## config.mk

```make
export PLATFORM = sky130hd
export DESIGN_NAME = lhs_front
export DESIGN_NICKNAME = d
export VERILOG_FILES = /design/src/hdl/lhs_pkg.sv /design/src/hdl/lhs_front.sv
export SDC_FILE = /design/constraint.sdc
export NUM_CORES = 1
export LEC_CHECK = 0
export BUFFER_PORTS_ARGS = -buffer_cell sky130_fd_sc_hd__buf_2
export CORE_MARGIN = 3
export CORE_UTILIZATION = 41
export DETAILED_ROUTE_END_ITERATION = 12
export PLACE_DENSITY = 0.91
export SLEW_MARGIN = 20
export SYNTH_ARGS = -nofsm -noshare
export SYNTH_HDL_FRONTEND = slang
export SYNTH_SLANG_ARGS = --single-unit
```

## constraint.sdc

```tcl
create_clock -name clock -period 4.6 [get_ports clock]
set_clock_uncertainty 0.2 [all_clocks]
set_input_delay 0.46 -clock clock [delete_from_list [all_inputs] [get_ports clock]]
set_output_delay 0.46 -clock clock [all_outputs]
set_load 0.02 [all_outputs]
```

## src/hdl/lhs_pkg.sv

```systemverilog
// ----------------------------------------------------------------------------
// lhs_pkg: shared types and constants for the latency histogram unit
// Item, result, configuration and decoded-command structs, op and CSR codes.
// ----------------------------------------------------------------------------
package lhs_pkg;

   // Widest bucket or log address over the supported depth range (up to 4096)
   localparam int ADDR_MAX_W = 12;

   // CSR indexes
   localparam logic [1:0] CSR_BUCKET_SHIFT   = 2'd0;
   localparam logic [1:0] CSR_BUCKETS_IN_USE = 2'd1;
   localparam logic [1:0] CSR_OUTLIER_LIMIT  = 2'd2;

   // CSR reset values
   localparam logic [4:0] RST_BUCKET_SHIFT   = 5'd3;
   localparam logic [7:0] RST_BUCKETS_IN_USE = 8'd125;
   localparam logic [6:0] RST_OUTLIER_LIMIT  = 7'd64;

   // Request functions
   typedef enum logic [1:0] {
      OP_ADD       = 2'd0,
      OP_RD_BUCKET = 2'd1,
      OP_RD_LOG    = 2'd2,
      OP_NONE      = 2'd3
   } op_type;

   typedef struct packed {
      logic [1:0]  func;
      logic [31:0] value;
      logic [63:0] timestamp;
      logic [6:0]  index;
   } req_type;

   typedef struct packed {
      logic [63:0] sample_total;
      logic [63:0] value_total;
      logic [63:0] square_total;
      logic [31:0] least_seen;
      logic [31:0] greatest_seen;
      logic [63:0] outlier_total;
      logic [31:0] read_count;
      logic [63:0] read_time;
      logic        read_valid;
   } rsp_type;

   typedef struct packed {
      logic [4:0] bucket_shift;
      logic [7:0] buckets_in_use;
      logic [6:0] outlier_limit;
   } cfg_type;

   // Decoded item handed from the front end to the back end
   typedef struct packed {
      op_type                  op;
      logic [31:0]             value;
      logic [63:0]             timestamp;
      logic [ADDR_MAX_W-1:0]   bkt_addr;
      logic                    bkt_hit;
      logic                    is_outlier;
      logic                    log_we;
      logic [ADDR_MAX_W-1:0]   log_addr;
      logic                    rd_valid;
   } cmd_type;

endpackage

```

## src/hdl/lhs_front.sv

```systemverilog
// ----------------------------------------------------------------------------
// lhs_front: request classifier
// Decodes each accepted item: bucket slot and range check, outlier log slot,
// read range checks. Owns the count of logged outlier entries.
// ----------------------------------------------------------------------------
module lhs_front #(
   parameter int NUM_BUCKETS   = 128,
   parameter int OUTLIER_DEPTH = 64
) (
   input  logic             clock,
   input  logic             reset,
   input  lhs_pkg::cfg_type cfg,
   input  lhs_pkg::req_type req,
   input  logic             accept,
   output lhs_pkg::cmd_type cmd
);

   localparam int AddrW = lhs_pkg::ADDR_MAX_W;
   localparam int LogCw = $clog2(OUTLIER_DEPTH + 1);

   logic [LogCw-1:0] log_cnt_ff, log_cnt_in;
   logic [31:0]      slot;
   logic             in_range;
   logic             log_room;
   logic [31:0]      idx32;

   // sample >> shift < buckets  <=>  sample < buckets << shift
   assign slot     = req.value >> cfg.bucket_shift;
   assign in_range = (slot < 32'(cfg.buckets_in_use)) && (slot < 32'(NUM_BUCKETS));
   assign log_room = (32'(log_cnt_ff) < 32'(cfg.outlier_limit)) &&
                     (32'(log_cnt_ff) < 32'(OUTLIER_DEPTH));
   assign idx32    = 32'(req.index);

   // decode
   always_comb begin
      cmd            = '0;
      cmd.op         = lhs_pkg::op_type'(req.func);
      cmd.value      = req.value;
      cmd.timestamp  = req.timestamp;
      unique case (cmd.op)
         lhs_pkg::OP_ADD: begin
            cmd.bkt_addr   = slot[AddrW-1:0];
            cmd.bkt_hit    = in_range;
            cmd.is_outlier = !in_range;
            cmd.log_we     = !in_range && log_room;
            cmd.log_addr   = AddrW'(log_cnt_ff);
         end
         lhs_pkg::OP_RD_BUCKET: begin
            cmd.bkt_addr = AddrW'(req.index);
            cmd.rd_valid = (idx32 < 32'(cfg.buckets_in_use)) && (idx32 < 32'(NUM_BUCKETS));
         end
         lhs_pkg::OP_RD_LOG: begin
            cmd.log_addr = AddrW'(req.index);
            cmd.rd_valid = idx32 < 32'(log_cnt_ff);
         end
         default: begin
            cmd.rd_valid = 1'b0;
         end
      endcase
   end

   // logged entry count
   assign log_cnt_in = (accept && cmd.log_we) ? log_cnt_ff + 1'b1 : log_cnt_ff;

   always_ff @(posedge clock) begin
      if (reset) begin
         log_cnt_ff <= '0;
      end else begin
         log_cnt_ff <= log_cnt_in;
      end
   end

   a_log_cnt_bound: assert property (@(posedge clock) disable iff (reset)
      32'(log_cnt_ff) <= 32'(OUTLIER_DEPTH))
      else $error("logged entry count beyond log depth");

   a_log_cnt_step: assert property (@(posedge clock) disable iff (reset)
      (accept && cmd.log_we) |=> (log_cnt_ff == $past(log_cnt_ff) + 1'b1))
      else $error("logged entry count missed an outlier write");

endmodule

```

**Word level (Yosys, flattened, before mapping)**

Cells that the tools add are included.

- Register bits: 7
- Output and inout bits: 126
- Word-level logic and storage cells: 23

- Add/sub/neg operators: 1
- Magnitude comparators: 7
- Eq/ne operators: 2
- Shifts and indexed selects: 1
- Mux-type cells: 4
- Reduce and logical (&&, ||, !) cells: 7

Operator list:

| kind | number |
|---|---|
| 32-bit by 8-bit < comparator with 1-bit output | 1 |
| 32-bit by 8-bit < comparator with 1-bit output (second input constant) | 1 |
| 32-bit by 5-bit right shift with 32-bit output | 1 |
| 12-bit one-hot mux with 2 select lines | 1 |
| 7-bit < comparator | 2 |
| 7-bit one-hot mux with 2 select lines | 1 |
| 7-bit by 8-bit < comparator with 1-bit output | 1 |
| 7-bit by 8-bit < comparator with 1-bit output (second input constant) | 1 |
| 7-bit by 1-bit adder with 7-bit output (second input constant) | 1 |
| 7-bit < comparator (second input constant) | 1 |
| 1-bit logical AND | 5 |
| 3-bit 2-to-1 mux | 1 |
| 2-bit by 1-bit == test with 1-bit output (second input constant) | 1 |
| 2-bit == test (second input constant) | 1 |
| 2-bit logical NOT | 1 |
| 1-bit one-hot mux with 2 select lines | 1 |
| 1-bit logical NOT | 1 |

**Logic depth before layout (Yosys ltp)**

- Word-level depth: 7
- Depth in mapped cells: 20

**Worst setup path after synthesis**

No wires, ideal clock.

- Path type: input to output
- Start: input cfg[16] in the netlist's numbering
- End: output cmd[15] in the netlist's numbering
- Data arrival time: 3.839 ns
- Data required time: 3.940 ns
- Setup slack: 0.101 ns
- Stages: 18
- Buffers on the path: 6
- Path through: clkbuf_1 buf_2 clkbuf_1 clkbuf_1 buf_1 a21oi_1 mux2i_1 nand2_1 a21oi_1 a21oi_1 ha_1 a21o_1 a21o_1 a32o_1 nor4_1 and4_1 buf_6 and2_1

RTL lines:

| item | line | source |
|---|---|---|
| from (decl) | lhs_front.sv:12 | `input lhs_pkg::cfg_type cfg,` |
| to (decl) | lhs_front.sv:15 | `output lhs_pkg::cmd_type cmd` |

==> results.sh <==
export IMPL_clk_pin_slew_ns=0.04
export IMPL_ctsHoldBuffers=0
export IMPL_nFillCells=961
export IMPL_largest_reg_flops=7
export IMPL_clk_latency_ns=0.23
export IMPL_synth_area_leaders="buf_4, mux2i_1, ha_1, mux4_2, nand2_1"
export IMPL_netlist_area_leader_share_pct=18.9
export IMPL_initial_core_util_pct=43.4
export IMPL_fp_coreArea_mm2=0.00950
export IMPL_multiInputGateArea_mm2=0.00293
export IMPL_clockBufferDepth=2
export IMPL_hp_class="reg2reg"
export IMPL_synth_most_common_cell="buf_4"
export IMPL_final_antenna_net_count=0
export IMPL_post_dp_cell_area_mm2=0.00407
export IMPL_vias_per_cell=5.95
export IMPL_crit_fanout=19
export IMPL_first_iter_violations=460
export IMPL_final_max_slew_viol_count=0
export IMPL_place_inst=677
export IMPL_regArea_um2=140
export IMPL_clockPowerShare_pct=15.7
export IMPL_rows=35
export IMPL_post_route_cell_area_mm2=0.00414
export IMPL_antenna_found_initial=0
export IMPL_clock_root_buffer="clkbuf_8"
export IMPL_crit_type="in2out"
export IMPL_swShare_pct=49.1
export IMPL_die_h_um=106
export IMPL_yosysWarnings=0
export IMPL_cp_arrival_ns=3.70
export IMPL_totalPowerFinal_uw=584
export IMPL_max_cap_violations=0
export IMPL_cts_htree_levels=1
export IMPL_largestRegisters="log_cnt_ff x7"
export IMPL_holdWs_ns=0.333
export IMPL_top_register="log_cnt_ff"
export IMPL_p_seq_share_pct=10.8
export IMPL_ys_ff_latch=7
export IMPL_required_ns=3.94
export IMPL_syn_cell_area_mm2=0.00412
export IMPL_hold_viol=0
export IMPL_setup_worst_path_start_class="input pin"
export IMPL_drt_total_wl_mm=11.8
export IMPL_routed_via_count=4055
export IMPL_routedWlPerCell_um=17.3
export IMPL_antenna_cells=0
export IMPL_syn_avg_cell_area_um2=7.52
export IMPL_p_comb_share_pct=73.6
export IMPL_ff2ff_path_depth=9
export IMPL_synthTopCellsByCount="buf_4, nand2_1, mux2i_1"
export IMPL_drc_errors=0
export IMPL_power_switching_uw=287
export IMPL_tightestPinTransition_ns=0.631
export IMPL_p_per_area_mw_per_mm2=141
export IMPL_synthFlopType="dfxtp_1"
export IMPL_crit_path_end_kind="primary output"
export IMPL_place_gp_congestion=0.940
export IMPL_synth_cell_type_count=63
export IMPL_timing_fmax_ghz=0.229
export IMPL_status="complete, no violations"
export IMPL_grt_pass1_vias=3732
export IMPL_synthCells=548
export IMPL_grt_max_degree=53
export IMPL_gr_total_overflow=0
export IMPL_setup_tns_ns=0
export IMPL_layoutNonFillerInstCount=682
export IMPL_hold_depth=2
export IMPL_leakagePower_nw=2.07
export IMPL_period_needed_ns=4.36
export IMPL_cts_tree="yes"
export IMPL_synthArstFlopShare_pct=0
export IMPL_period_share_pct=94.9
export IMPL_cts_made_buffers=3
export IMPL_finalSetupViolCount=0
export IMPL_clock_sinks=7
export IMPL_ys_seq_area_share_pct=3.40
export IMPL_internal_power_uw=298
export IMPL_grt_usage_pct=19.8
export IMPL_synth_edf_count=0
export IMPL_grt_pass1_wl_mm=18.6
export IMPL_rsz0062_at_grt="false"
export IMPL_fin_nets=711
export IMPL_area_growth_pct=0.577
export IMPL_die_area_mm2=0.0113
export IMPL_ir_drop_mv=0.0559
export IMPL_drt_first_pass_iters=5
export IMPL_drive_above_1_share_pct=30.7
export IMPL_dp_hpwl_mm=9.26
export IMPL_io_pins=254
export IMPL_max_slew_margin_pct=57.9
export IMPL_port_buffers=120
export IMPL_yosys_area_top_type="buf_4"
export IMPL_die_width_um=106
==> stage by stage <==
stage          setup slack [ns]  util, %
6_report                  0.237     43.6
5_1_grt                  0.0295     43.6
4_1_cts                   0.137     43.3
3_5_place_dp              0.141     42.8
3_3_place_gp              0.175     42.8
2_1_floorplan             0.101        -
==> power by group through the flow <==
| stage | clock, mW | sequential (mW) | combinational [mW] |
|---|---|---|---|
| finish | 0.0915 | 0.0630 | 0.430 |
| detailed placement | 0 | 0.0639 | 0.417 |
| global placement | 0 | 0.0640 | 0.412 |
| global route | 0.0932 | 0.0631 | 0.471 |
| floorplan | 0 | 0.0636 | 0.390 |
| CTS | 0.0909 | 0.0630 | 0.419 |
==> placed cells by master, fill, tap and decap left out, types with 3 or more instances in the layout <==
cell type	instances
buf_4	11
a21oi_1	21
nor3_1	7
dfxtp_1	7
nand2_1	51
o211ai_1	4
nand3_1	7
nor2_1	38
inv_1	29
a211oi_1	6
ha_1	29
a2111oi_0	3
nand4_1	5
mux4_2	14
nor4_1	3
conb_1	5
mux2i_1	43
and2_1	4
a21o_1	16
nor2b_1	6
or3_1	5
a22o_1	10
clkbuf_8	3
o21ai_0	27
a31oi_1	6
nand2b_1	10
buf_2	119
and3_1	3
mux2_2	13
==> layer usage <==
metal  track usage [%]  share of wire [%]
met1              25.9                 39
met2              30.7                 46
met3              3.95                 10
met5                 0                  0
met4              9.99                5.1
==> cells by family (layout without fill, tap and decap cells) <==
| group | after synthesis | in the layout | share of synthesized area [%] |
|---|---|---|---|
| multiplexers | 75 | 75 | 23.7 |
| buffers and inverters | 168 | 169 | 26.0 |
| AND/OR/NAND/NOR | 144 | 144 | 17.0 |
| AO/OA/AOI/OAI | 124 | 124 | 21.0 |
| flip-flops | 7 | 7 | 3.40 |
| other | 1 | 5 | 0.0910 |
| adder cells (fa/ha/maj) | 29 | 29 | 8.81 |
==> worst max-delay path, cell delays in order <==
cell and delay [ns]:
clkbuf_4 0.22, buf_12 0.20, mux2i_2 0.26, nand2_1 0.08
o21ai_0 0.12, nand2_1 0.10, o21ai_0 0.11, nand2_1 0.08
a21oi_1 0.22, a21oi_1 0.09, ha_1 0.32, a21o_1 0.18
a21o_1 0.17, a32o_1 0.21, nor4_1 0.24, and4_4 0.32
and2_1 0.14, buf_2 0.17
==> area by class of cell <==
cell class	instances	share of cell area, %
timing repair buffer	134	18.1
inverter	31	2.81
tap	129	3.89
clock buffer	4	1.09
sequential	7	3.38
multi-input combinational	377	70.7
==> final timing paths <==
kind,end,slack [ns],start
min reg2reg,log_cnt_ff[6],0.33,log_cnt_ff[6]
max reg2reg,log_cnt_ff[2],1.84,log_cnt_ff[1]
min,log_cnt_ff[6],0.33,log_cnt_ff[6]
max,cmd[15],0.24,cfg[15]
==> timing repair <==
| action | 4_1_cts | 5_1_grt |
|---|---|---|
| setup buffers | 0 | 0 |
| resized for setup | 0 | 4 |
| endpoints found under the setup margin | 0 | 3 |
(Power assumes the default switching activity.)
