`src/hdl/lhs_fifo.sv`:
```
// ----------------------------------------------------------------------------
// lhs_fifo: small synchronous queue
// Register-array queue with occupancy count; head entry shown while not empty.
// ----------------------------------------------------------------------------
module lhs_fifo #(
   parameter int WIDTH = 8,
   parameter int DEPTH = 4
) (
   input  logic             clock,
   input  logic             reset,
   input  logic             push,
   input  logic [WIDTH-1:0] din,
   output logic             full,
   input  logic             pop,
   output logic [WIDTH-1:0] dout,
   output logic             empty
);

   localparam int AW = (DEPTH > 1) ? $clog2(DEPTH) : 1;
   localparam int CW = $clog2(DEPTH + 1);

   logic [WIDTH-1:0] mem [DEPTH];
   logic [AW-1:0]    wr_ptr_ff, wr_ptr_in;
   logic [AW-1:0]    rd_ptr_ff, rd_ptr_in;
   logic [CW-1:0]    count_ff,  count_in;

   assign full  = (count_ff == CW'(DEPTH));
   assign empty = (count_ff == '0);
   assign dout  = mem[rd_ptr_ff];

   // pointer and count next state
   always_comb begin
      wr_ptr_in = wr_ptr_ff;
      rd_ptr_in = rd_ptr_ff;
      count_in  = count_ff;
      if (push) begin
         wr_ptr_in = (wr_ptr_ff == AW'(DEPTH - 1)) ? '0 : wr_ptr_ff + 1'b1;
      end
      if (pop) begin
         rd_ptr_in = (rd_ptr_ff == AW'(DEPTH - 1)) ? '0 : rd_ptr_ff + 1'b1;
      end
      if (push && !pop) begin
         count_in = count_ff + 1'b1;
      end else if (pop && !push) begin
         count_in = count_ff - 1'b1;
      end
   end

   always_ff @(posedge clock) begin
      if (reset) begin
         wr_ptr_ff <= '0;
         rd_ptr_ff <= '0;
         count_ff  <= '0;
      end else begin
         wr_ptr_ff <= wr_ptr_in;
         rd_ptr_ff <= rd_ptr_in;
         count_ff  <= count_in;
      end
   end

   // storage
   always_ff @(posedge clock) begin
      if (push) begin
         mem[wr_ptr_ff] <= din;
      end
   end

endmodule

```
`config.mk`:
```
export PLATFORM = sky130hd
export DESIGN_NAME = lhs_fifo
export DESIGN_NICKNAME = d
export VERILOG_FILES = /design/src/hdl/lhs_fifo.sv
export SDC_FILE = /design/constraint.sdc
export NUM_CORES = 1
export LEC_CHECK = 0
export BUFFER_PORTS_ARGS = -buffer_cell sky130_fd_sc_hd__buf_2
export CORE_ASPECT_RATIO = 1.2
export CORE_MARGIN = 3
export CORE_UTILIZATION = 25
export DETAILED_ROUTE_END_ITERATION = 16
export GPL_TIMING_DRIVEN = 0
export PLACE_DENSITY_LB_ADDON = 0.15
export SYNTH_ARGS = -nofsm -noshare
export SYNTH_HDL_FRONTEND = slang
export SYNTH_SLANG_ARGS = --single-unit
```
`constraint.sdc`:
```
create_clock -name clock -period 2.5 [get_ports clock]
set_input_delay 0.625 -clock clock [delete_from_list [all_inputs] [get_ports clock]]
set_output_delay 0.625 -clock clock [all_outputs]
set_load 0.01 [all_outputs]
```
Yosys cells after proc, flatten, opt, wreduce, memory -nomap -nowiden
Memories as Yosys holds them, arrays and structs flattened. A register that Yosys moved wholly into a read port is not among the register bits.
Cells that the tools add are included.
- add/sub/neg operators: 4
- equality and inequality tests: 3
- muxes and demuxes: 8
- reduce and logical (&&, ||, !) cells: 6
- operators by type and width (cell ; number):
    2-to-1 mux 2 bit ; 4
    2-to-1 mux 3 bit ; 2
    adder 2 x 1 -> 2 bit, second input constant ; 2
    equality test 2 bit, second input constant ; 2
    adder 3 x 1 -> 3 bit, second input constant ; 1
    equality test 3 bit, second input constant ; 1
    logical NOT 3 bit ; 1
    subtractor 3 x 1 -> 3 bit, second input constant ; 1
    logical AND 1 bit ; 2
    logical NOT 1 bit ; 2
    2-to-1 mux 1 bit ; 2
    nonzero test 2 bit ; 1
- register bits: 7
- memory bits (writable): 32
- input bits: 12
- output and inout port bits: 10
- word-level logic and storage cells: 25
- memories: 1
- memory list (memory ; words ; bits a word ; read ports ; clocked after memory_dff ; wr ports ; line ; text):
    mem ; 4 ; 8 ; 1 ; 1 ; 1 ; 22 ; logic [WIDTH-1:0] mem [DEPTH];

Longest topological paths before layout
Gate-level depths: netlist of the first run.
- depth in word-level cells: 4
- depth in mapped cells: 7
- mapped depth without buffers: 7

Least setup slack after synthesis of the first run
No wires, ideal clock.
- path kind: input -> register
- start: input pop
- end: register count_ff[2]
- setup time: 0.070 ns
- data arrival time: 1.817 ns
- required time: 2.430 ns
- path slack: 0.613 ns
- cell stages on the path: 7
- cell sequence: inv_1 ha_1 inv_1 fa_1 xor2_1 or3_1 a21oi_1
- word-level cells in the longest chain between the ends: 3
- elaborated cells on any way between the ends: 5
- classes of those cells: mux: 1; reduce/logical: 4
- ends and longest elaborated chain (element ; line ; text):
    start, declared ; 14 ; input logic pop,
    logical NOT 1 bit ; 42 ; if (push && !pop) begin
    logical AND 1 bit ; 42 ;
    2-to-1 mux 3 bit / nonzero test 2 bit (equally long branches) ; -- ;
    end signal, assigned ; 57 ; count_ff <= count_in;
    end, declared ; 25 ; logic [CW-1:0] count_ff, count_in;
Several ways; a longest one is shown, not always the timed one.
A chain may end at the register's enable or synchronous reset.

==> results of run 1 <==
per-layer routing:
| layer | up-vias | part of all wire |
|---|---|---|
| li1 | 379 | - |
| met1 | 384 | 0.42 |
| met2 | 20 | 0.51 |
| met3 | 6 | 0.054 |
| met4 | 0 | 0.021 |
| met5 | - | 0 |
per-stage QoR:
step           power [mW]  area, um^2  setup slack, ns  utilization
2_1_floorplan       0.912        1600            0.613            -
3_3_place_gp        0.972        1810            0.389        0.295
3_5_place_dp        0.982        1810            0.375        0.295
4_1_cts              1.47        1910            0.373        0.311
5_1_grt              1.51        1910            0.335        0.311
6_report             1.44        1910            0.411        0.311
registers in the layout, indices dropped and copies added, names as in the netlist, named ones only:
name       count
mem           32
count_ff       3
rd_ptr_ff      2
wr_ptr_ff      2
path summary, 6_finish.rpt:
check | slack (ns) | end | cells after the start
worst max-delay path | 0.41 | dout[1] | 3
worst min-delay path | 0.52 | count_ff[2]$_SDFFE_PP0P_ | 2
worst max register to register | 1.02 | count_ff[2]$_SDFFE_PP0P_ | 4
worst min register to register | 0.52 | count_ff[2]$_SDFFE_PP0P_ | 2
cell usage in the layout (no fill, tap or decap), types with 4 or more instances in the layout:
master and instances:
mux2i_1 4, buf_2 21, mux4_2 8, inv_1 4, edfxtp_1 32, and2_1 4, dfxtp_1 9, ha_1 6
nor2_1 7, clkbuf_8 5
cell type report:
type	instances	area, um^2
Buffer	2	16.3
Clock buffer	7	97.6
Clock inverter	1	5.00
Fill cell	640	4220
Inverter	4	15.0
Multi-Input combinational cell	39	425
Sequential cell	41	1140
Tap cell	82	103
Timing Repair Buffer	21	105
synthesized netlist by cell type:
library cell,n
nor3b_1,2
fa_1,1
edfxtp_1,32
o21ai_0,1
and2_1,4
a21oi_1,2
mux4_2,8
buf_6,1
or3_1,1
nor3_1,1
mux2i_1,4
inv_1,4
clkbuf_2,1
ha_1,6
nor2_1,7
dfxtp_1,9
xor2_1,2
worst max-delay path, stage by stage, from the launching register on:
cell and delay, ns:
dfxtp_1 0.33, buf_6 0.17, mux4_2 0.52, buf_2 0.15
cells by family after synthesis:
family          synth area share
flops                      0.714
simple gates              0.0485
mux                        0.138
fa+ha+maj                 0.0595
buf+inv                   0.0196
compound gates           0.00939
xor+xnor                  0.0110
power by group through the flow:
stage               combinational (mW)  sequential (mW)  clock (mW)
floorplan                        0.106            0.806           0
global placement                 0.164            0.808           0
detailed placement               0.170            0.812           0
CTS                              0.170            0.796       0.500
global route                     0.185            0.799       0.523
finish                           0.163            0.796       0.478
==> results.md, run 1 <==
- Share of cells above drive strength 1: 0.330
- Die width: 79.0 um
- Synth Cell Area: 1600 um^2
- Placed insts: 189
- Vias in the first global route: 869
- Root buf cell: clkbuf_8
- Setup Crit Path Kind: register to output pin
- Grt met1 use: 0.0885
- DP Wirelength: 1910 um
- Mapped Avg Cell Area: 18.6 um^2
- Unique cell type count in the Yosys netlist: 17
- Fin nets: 133
- Tightest Pin Transition: 0.471 ns
- PortBufs: 21
- Highest clock rate: 0.479 GHz
- Total global routing track utilization: 0.0819
- Crit-path max FO: 8
- Drt total wl: 2800 um
- MaxCap Viol Count: 0
- Met3 Use GR: 0.0299
- Top post-synthesis cells by area: edfxtp_1 60%, dfxtp_1 11%, mux4_2 11%
- Final hold slack: 0.517 ns
- GRT overflow: 0
- Clock skew: 0.00519 ns
- Hold Vio Cnt, Final: 0
- GR Util met2: 0.139
- DR vias: 789
- Clock tree sinks: 41
- Iter 0 DRT Violations: 6
- TritonCTS clock tree: built
- Sequential share of the synthesized area: 0.714
- Post-CTS Setup Bufs: 0
- Final cell count without fillers: 197
- Count of pins over their slew limit: 0
- Clock power share: 0.333
- Row count: 31
- Hold Path Origin: count_ff[2]$_SDFFE_PP0P_
- Final setup vio count: 0
- Largest net degree at the start of global routing: 14
- RSZ-0062 raised after global routing: false
- Pre-antenna DRT Iters: 2
- Global placement routability congestion: 0.584
- Minimum clock period: 2.09 ns
- Wire length of the first global-routing pass: 4300 um
- Switching power: 327 uW
- Max-slew headroom: 0.686
- Die area: 7390 um^2
- I/O pin count: 22
- H-tree depth: 2
- Avg WL per Cell: 14.2 um
- Pwr/cell area: 753 nW/um^2
- Most Crowded Layer GR: met2
- Die Span Y: 93.6 um
- Antenna Violating Nets Remaining: 0
- Num CTS Buffers: 5
- Clk Latency, worst-skew pair: 0.28 ns
- Syn. warnings: 0
- Leakage: 0.698 nW
- Drt drc: 0
- Post_cts resized: 0
- Outcome: completed
- Comb pwr share: 0.114
- Worst hold path class: register to register
- WP data required: 1.88 ns
- Crit. End Element: output pin
- Post-Syn Nets: 105
- RR Startpoint: count_ff[0]$_SDFFE_PP0P_
- Core area: 6130 um^2
- Tcrit/Tclk final: 0.835
- Seq cells post-synth: 41
- Clock transition at path regs: 0.08 ns
- Top-area cell type share of the netlist area: 0.601
- Ant diodes: 0
- Initial antenna violation count: 0
- Switching Fraction: 0.228
- Area grow syn2layout: 19.4%
- Register share of total power: 0.554
- Internal power: 1.11 mW
- DR vias/cell: 4.01
- Post-synth top area cell: edfxtp_1
- Initial core utilization: 0.261
- Cts hold-fix bufs: 0
- Crit path DAT: 1.46 ns
- Setup crit start kind: register
- Post-synthesis cell count: 86
- VDD IR max: 0.274 mV
- CTS Buffer Depth: 2
- Setup TNS: 0 ns
No activity file was read; power rests on OpenSTA's default activity.
==> run 2: changes to the inputs <==
- clock period: 2.5 -> 2 ns (I/O delays scaled with it)
==> results.md, run 2 (synthesis gave the netlist of run 1 again) <==
- DR vias/cell: 4.02 (+0.25%)
- GRT overflow: 0 (unchanged)
- Ant diodes: 0 (unchanged)
- Wire length of the first global-routing pass: 4310 um (+0.33%)
- Max reg flops: 32 (unchanged)
- Final setup vio count: 0 (unchanged)
- Initial core utilization: 0.261 (unchanged)
- Most frequent cells in the layout: 32 x edfxtp_1, 20 x buf_2, 8 x mux4_2, 8 x dfxtp_1, 7 x nor2_1
- Global placement routability congestion: 0.584 (unchanged)
- Post_cts resized: 1 (+1)
- Drt drc: 0 (unchanged)
- VDD IR max: 0.343 mV (+25%)
- Post-CTS Setup Bufs: 0 (unchanged)
- Largest net degree at the start of global routing: 14 (unchanged)
- RSZ-0062 raised after global routing: false
- Hold Path Origin: din[3]
- Die width: 79.0 um (unchanged)
- Largest Register: mem
- Placed insts: 189 (unchanged)
- Top Registers: mem x32, count_ff x3
- Tcrit/Tclk final: 0.968
- Max-slew headroom: 0.686 (unchanged)
- Max stage delay on crit path: 0.51 ns (about the same)
- Setup Crit Path Kind: register to output pin
- MaxCap Viol Count: 0 (unchanged)
- Clk Latency, worst-skew pair: 0.28 ns (about the same)
- CP cell instances: buf_12 > mux4_2 > buf_2
- R2R cell count: 4 (unchanged)
- Die area: 7390 um^2 (unchanged)
- TritonCTS clock tree: built
- Pwr/cell area: 937 nW/um^2 (+24%)
- Avg WL per Cell: 14.2 um (+0.21%)
- Die Span Y: 93.6 um (unchanged)
- Area grow syn2layout: 20.4%
- Total global routing track utilization: 0.0821 (+0.000204)
- Worst hold path class: input port to register
- Final cell count without fillers: 197 (unchanged)
- Most common cell after layout, fill and taps aside: edfxtp_1
- Clock transition at path regs: 0.08 ns (about the same)
- I/O pin count: 22 (unchanged)
- Num CTS Buffers: 5 (unchanged)
- Hold Vio Cnt, Final: 0 (unchanged)
- Tightest Pin Transition: 0.471 ns (unchanged)
- Highest clock rate: 0.516 GHz
- Depth of the worst hold-timing path: 1 (-1)
- H-tree depth: 2 (unchanged)
- Fin nets: 133 (unchanged)
- Clock skew: 0.00520 ns (+0.00000602 ns)
- RR Startpoint: count_ff[0]$_SDFFE_PP0P_
- Crit-path max FO: 8 (unchanged)
- PortBufs: 21 (unchanged)
- Crit Reg-Reg Endpoint: count_ff[2]$_SDFFE_PP0P_
- Row count: 31 (unchanged)
- Vias in the first global route: 870 (+0.12%)
- Iter 0 DRT Violations: 6 (unchanged)
- Minimum clock period: 1.94 ns
- DP Wirelength: 1910 um (unchanged)
- WP data required: 1.50 ns (-0.38 ns)
- Cts hold-fix bufs: 0 (unchanged)
- Leakage: 0.703 nW (+0.72%)
- Crit path DAT: 1.44 ns (-0.02 ns)
- Slowest cell on crit path: mux4_2
- Antenna Violating Nets Remaining: 0 (unchanged)
- Root buf cell: clkbuf_8
- Count of pins over their slew limit: 0 (unchanged)
- DR vias: 791 (+0.25%)
- Pre-antenna DRT Iters: 2 (unchanged)
- Outcome: completed
- Clock tree sinks: 41 (unchanged)
- Reg-to-reg slack, setup: 0.52 ns (-0.50 ns)
- CTS Buffer Depth: 2 (unchanged)
- WHS Endpoint: mem[0][3]$_DFFE_PP_
- Dpl ws: -0.000353 ns (-0.375 ns)
- Crit. End Element: output pin
- Initial antenna violation count: 0 (unchanged)
- Core area: 6130 um^2 (unchanged)
- Setup crit start kind: register
- Drt total wl: 2810 um (+0.21%)
- Share of cells above drive strength 1: 0.339 (+0.00870)
- Final worst setup slack: 0.0634 ns (-0.348 ns)
[run 2: cell counts in the layout (fill, tap and decap cells not counted)]
No cell type changed its count.
[run 2: area by class of cell]
class                   instances  area, um^2
multi-input cells              39         425
clock inverters                 1        5.00
inverters                       4        15.0
well taps                      82         103
fillers                       639        4200
plain buffers                   2        25.0
flip-flops and latches         41        1140
repair buffers                 21         111
clock buffers                   7        97.6
[run 2: layer usage]
metal  vias up  routed length (um)  GRT usage
li1        379                   -          -
met3         6                 152     0.0299
met4         0                  59     0.0430
met1       386                1170     0.0892
met2        20                1420      0.139
met5         -                   0          0
[run 2: critical path: cells and delay by family, from the launching register on]
family   cells  cell delay, ns
flops        1            0.34
buf+inv      2            0.29
mux          1            0.51
[run 2: stage by stage]
step / hold WS (ns) / setup TNS (ns) / total power [mW] / utilization / instance area (um^2)
finish: 0.426 / 0 / 1.80 / 0.314 / 1920
global route: 0.413 / 0 / 1.89 / 0.314 / 1920
CTS: 0.410 / 0 / 1.84 / 0.312 / 1910
detailed placement: 0.501 / -0.000353 / 1.23 / 0.295 / 1810
global placement: 0.498 / 0 / 1.22 / 0.295 / 1810
floorplan: 0.460 / 0 / 1.14 / - / 1600
[run 2: worst max path at each step]
stage             start                       end  slack [ns]  cells past startpoint
6_report       register                   dout[1]        0.06                      3
5_1_grt        register                   dout[0]       0.005                      3
4_1_cts        register                   dout[5]      0.0002                      3
3_5_place_dp        pop  count_ff[2]$_SDFFE_PP0P_     -0.0004                      8
3_3_place_gp        pop  count_ff[2]$_SDFFE_PP0P_        0.01                      8
2_1_floorplan       pop  count_ff[2]$_SDFFE_PP0P_        0.24                      7
[run 2: power breakdown]
group | switching, mW | internal [mW]
sequential | 0.0266 | 0.969
combinational | 0.106 | 0.105
clock | 0.277 | 0.320
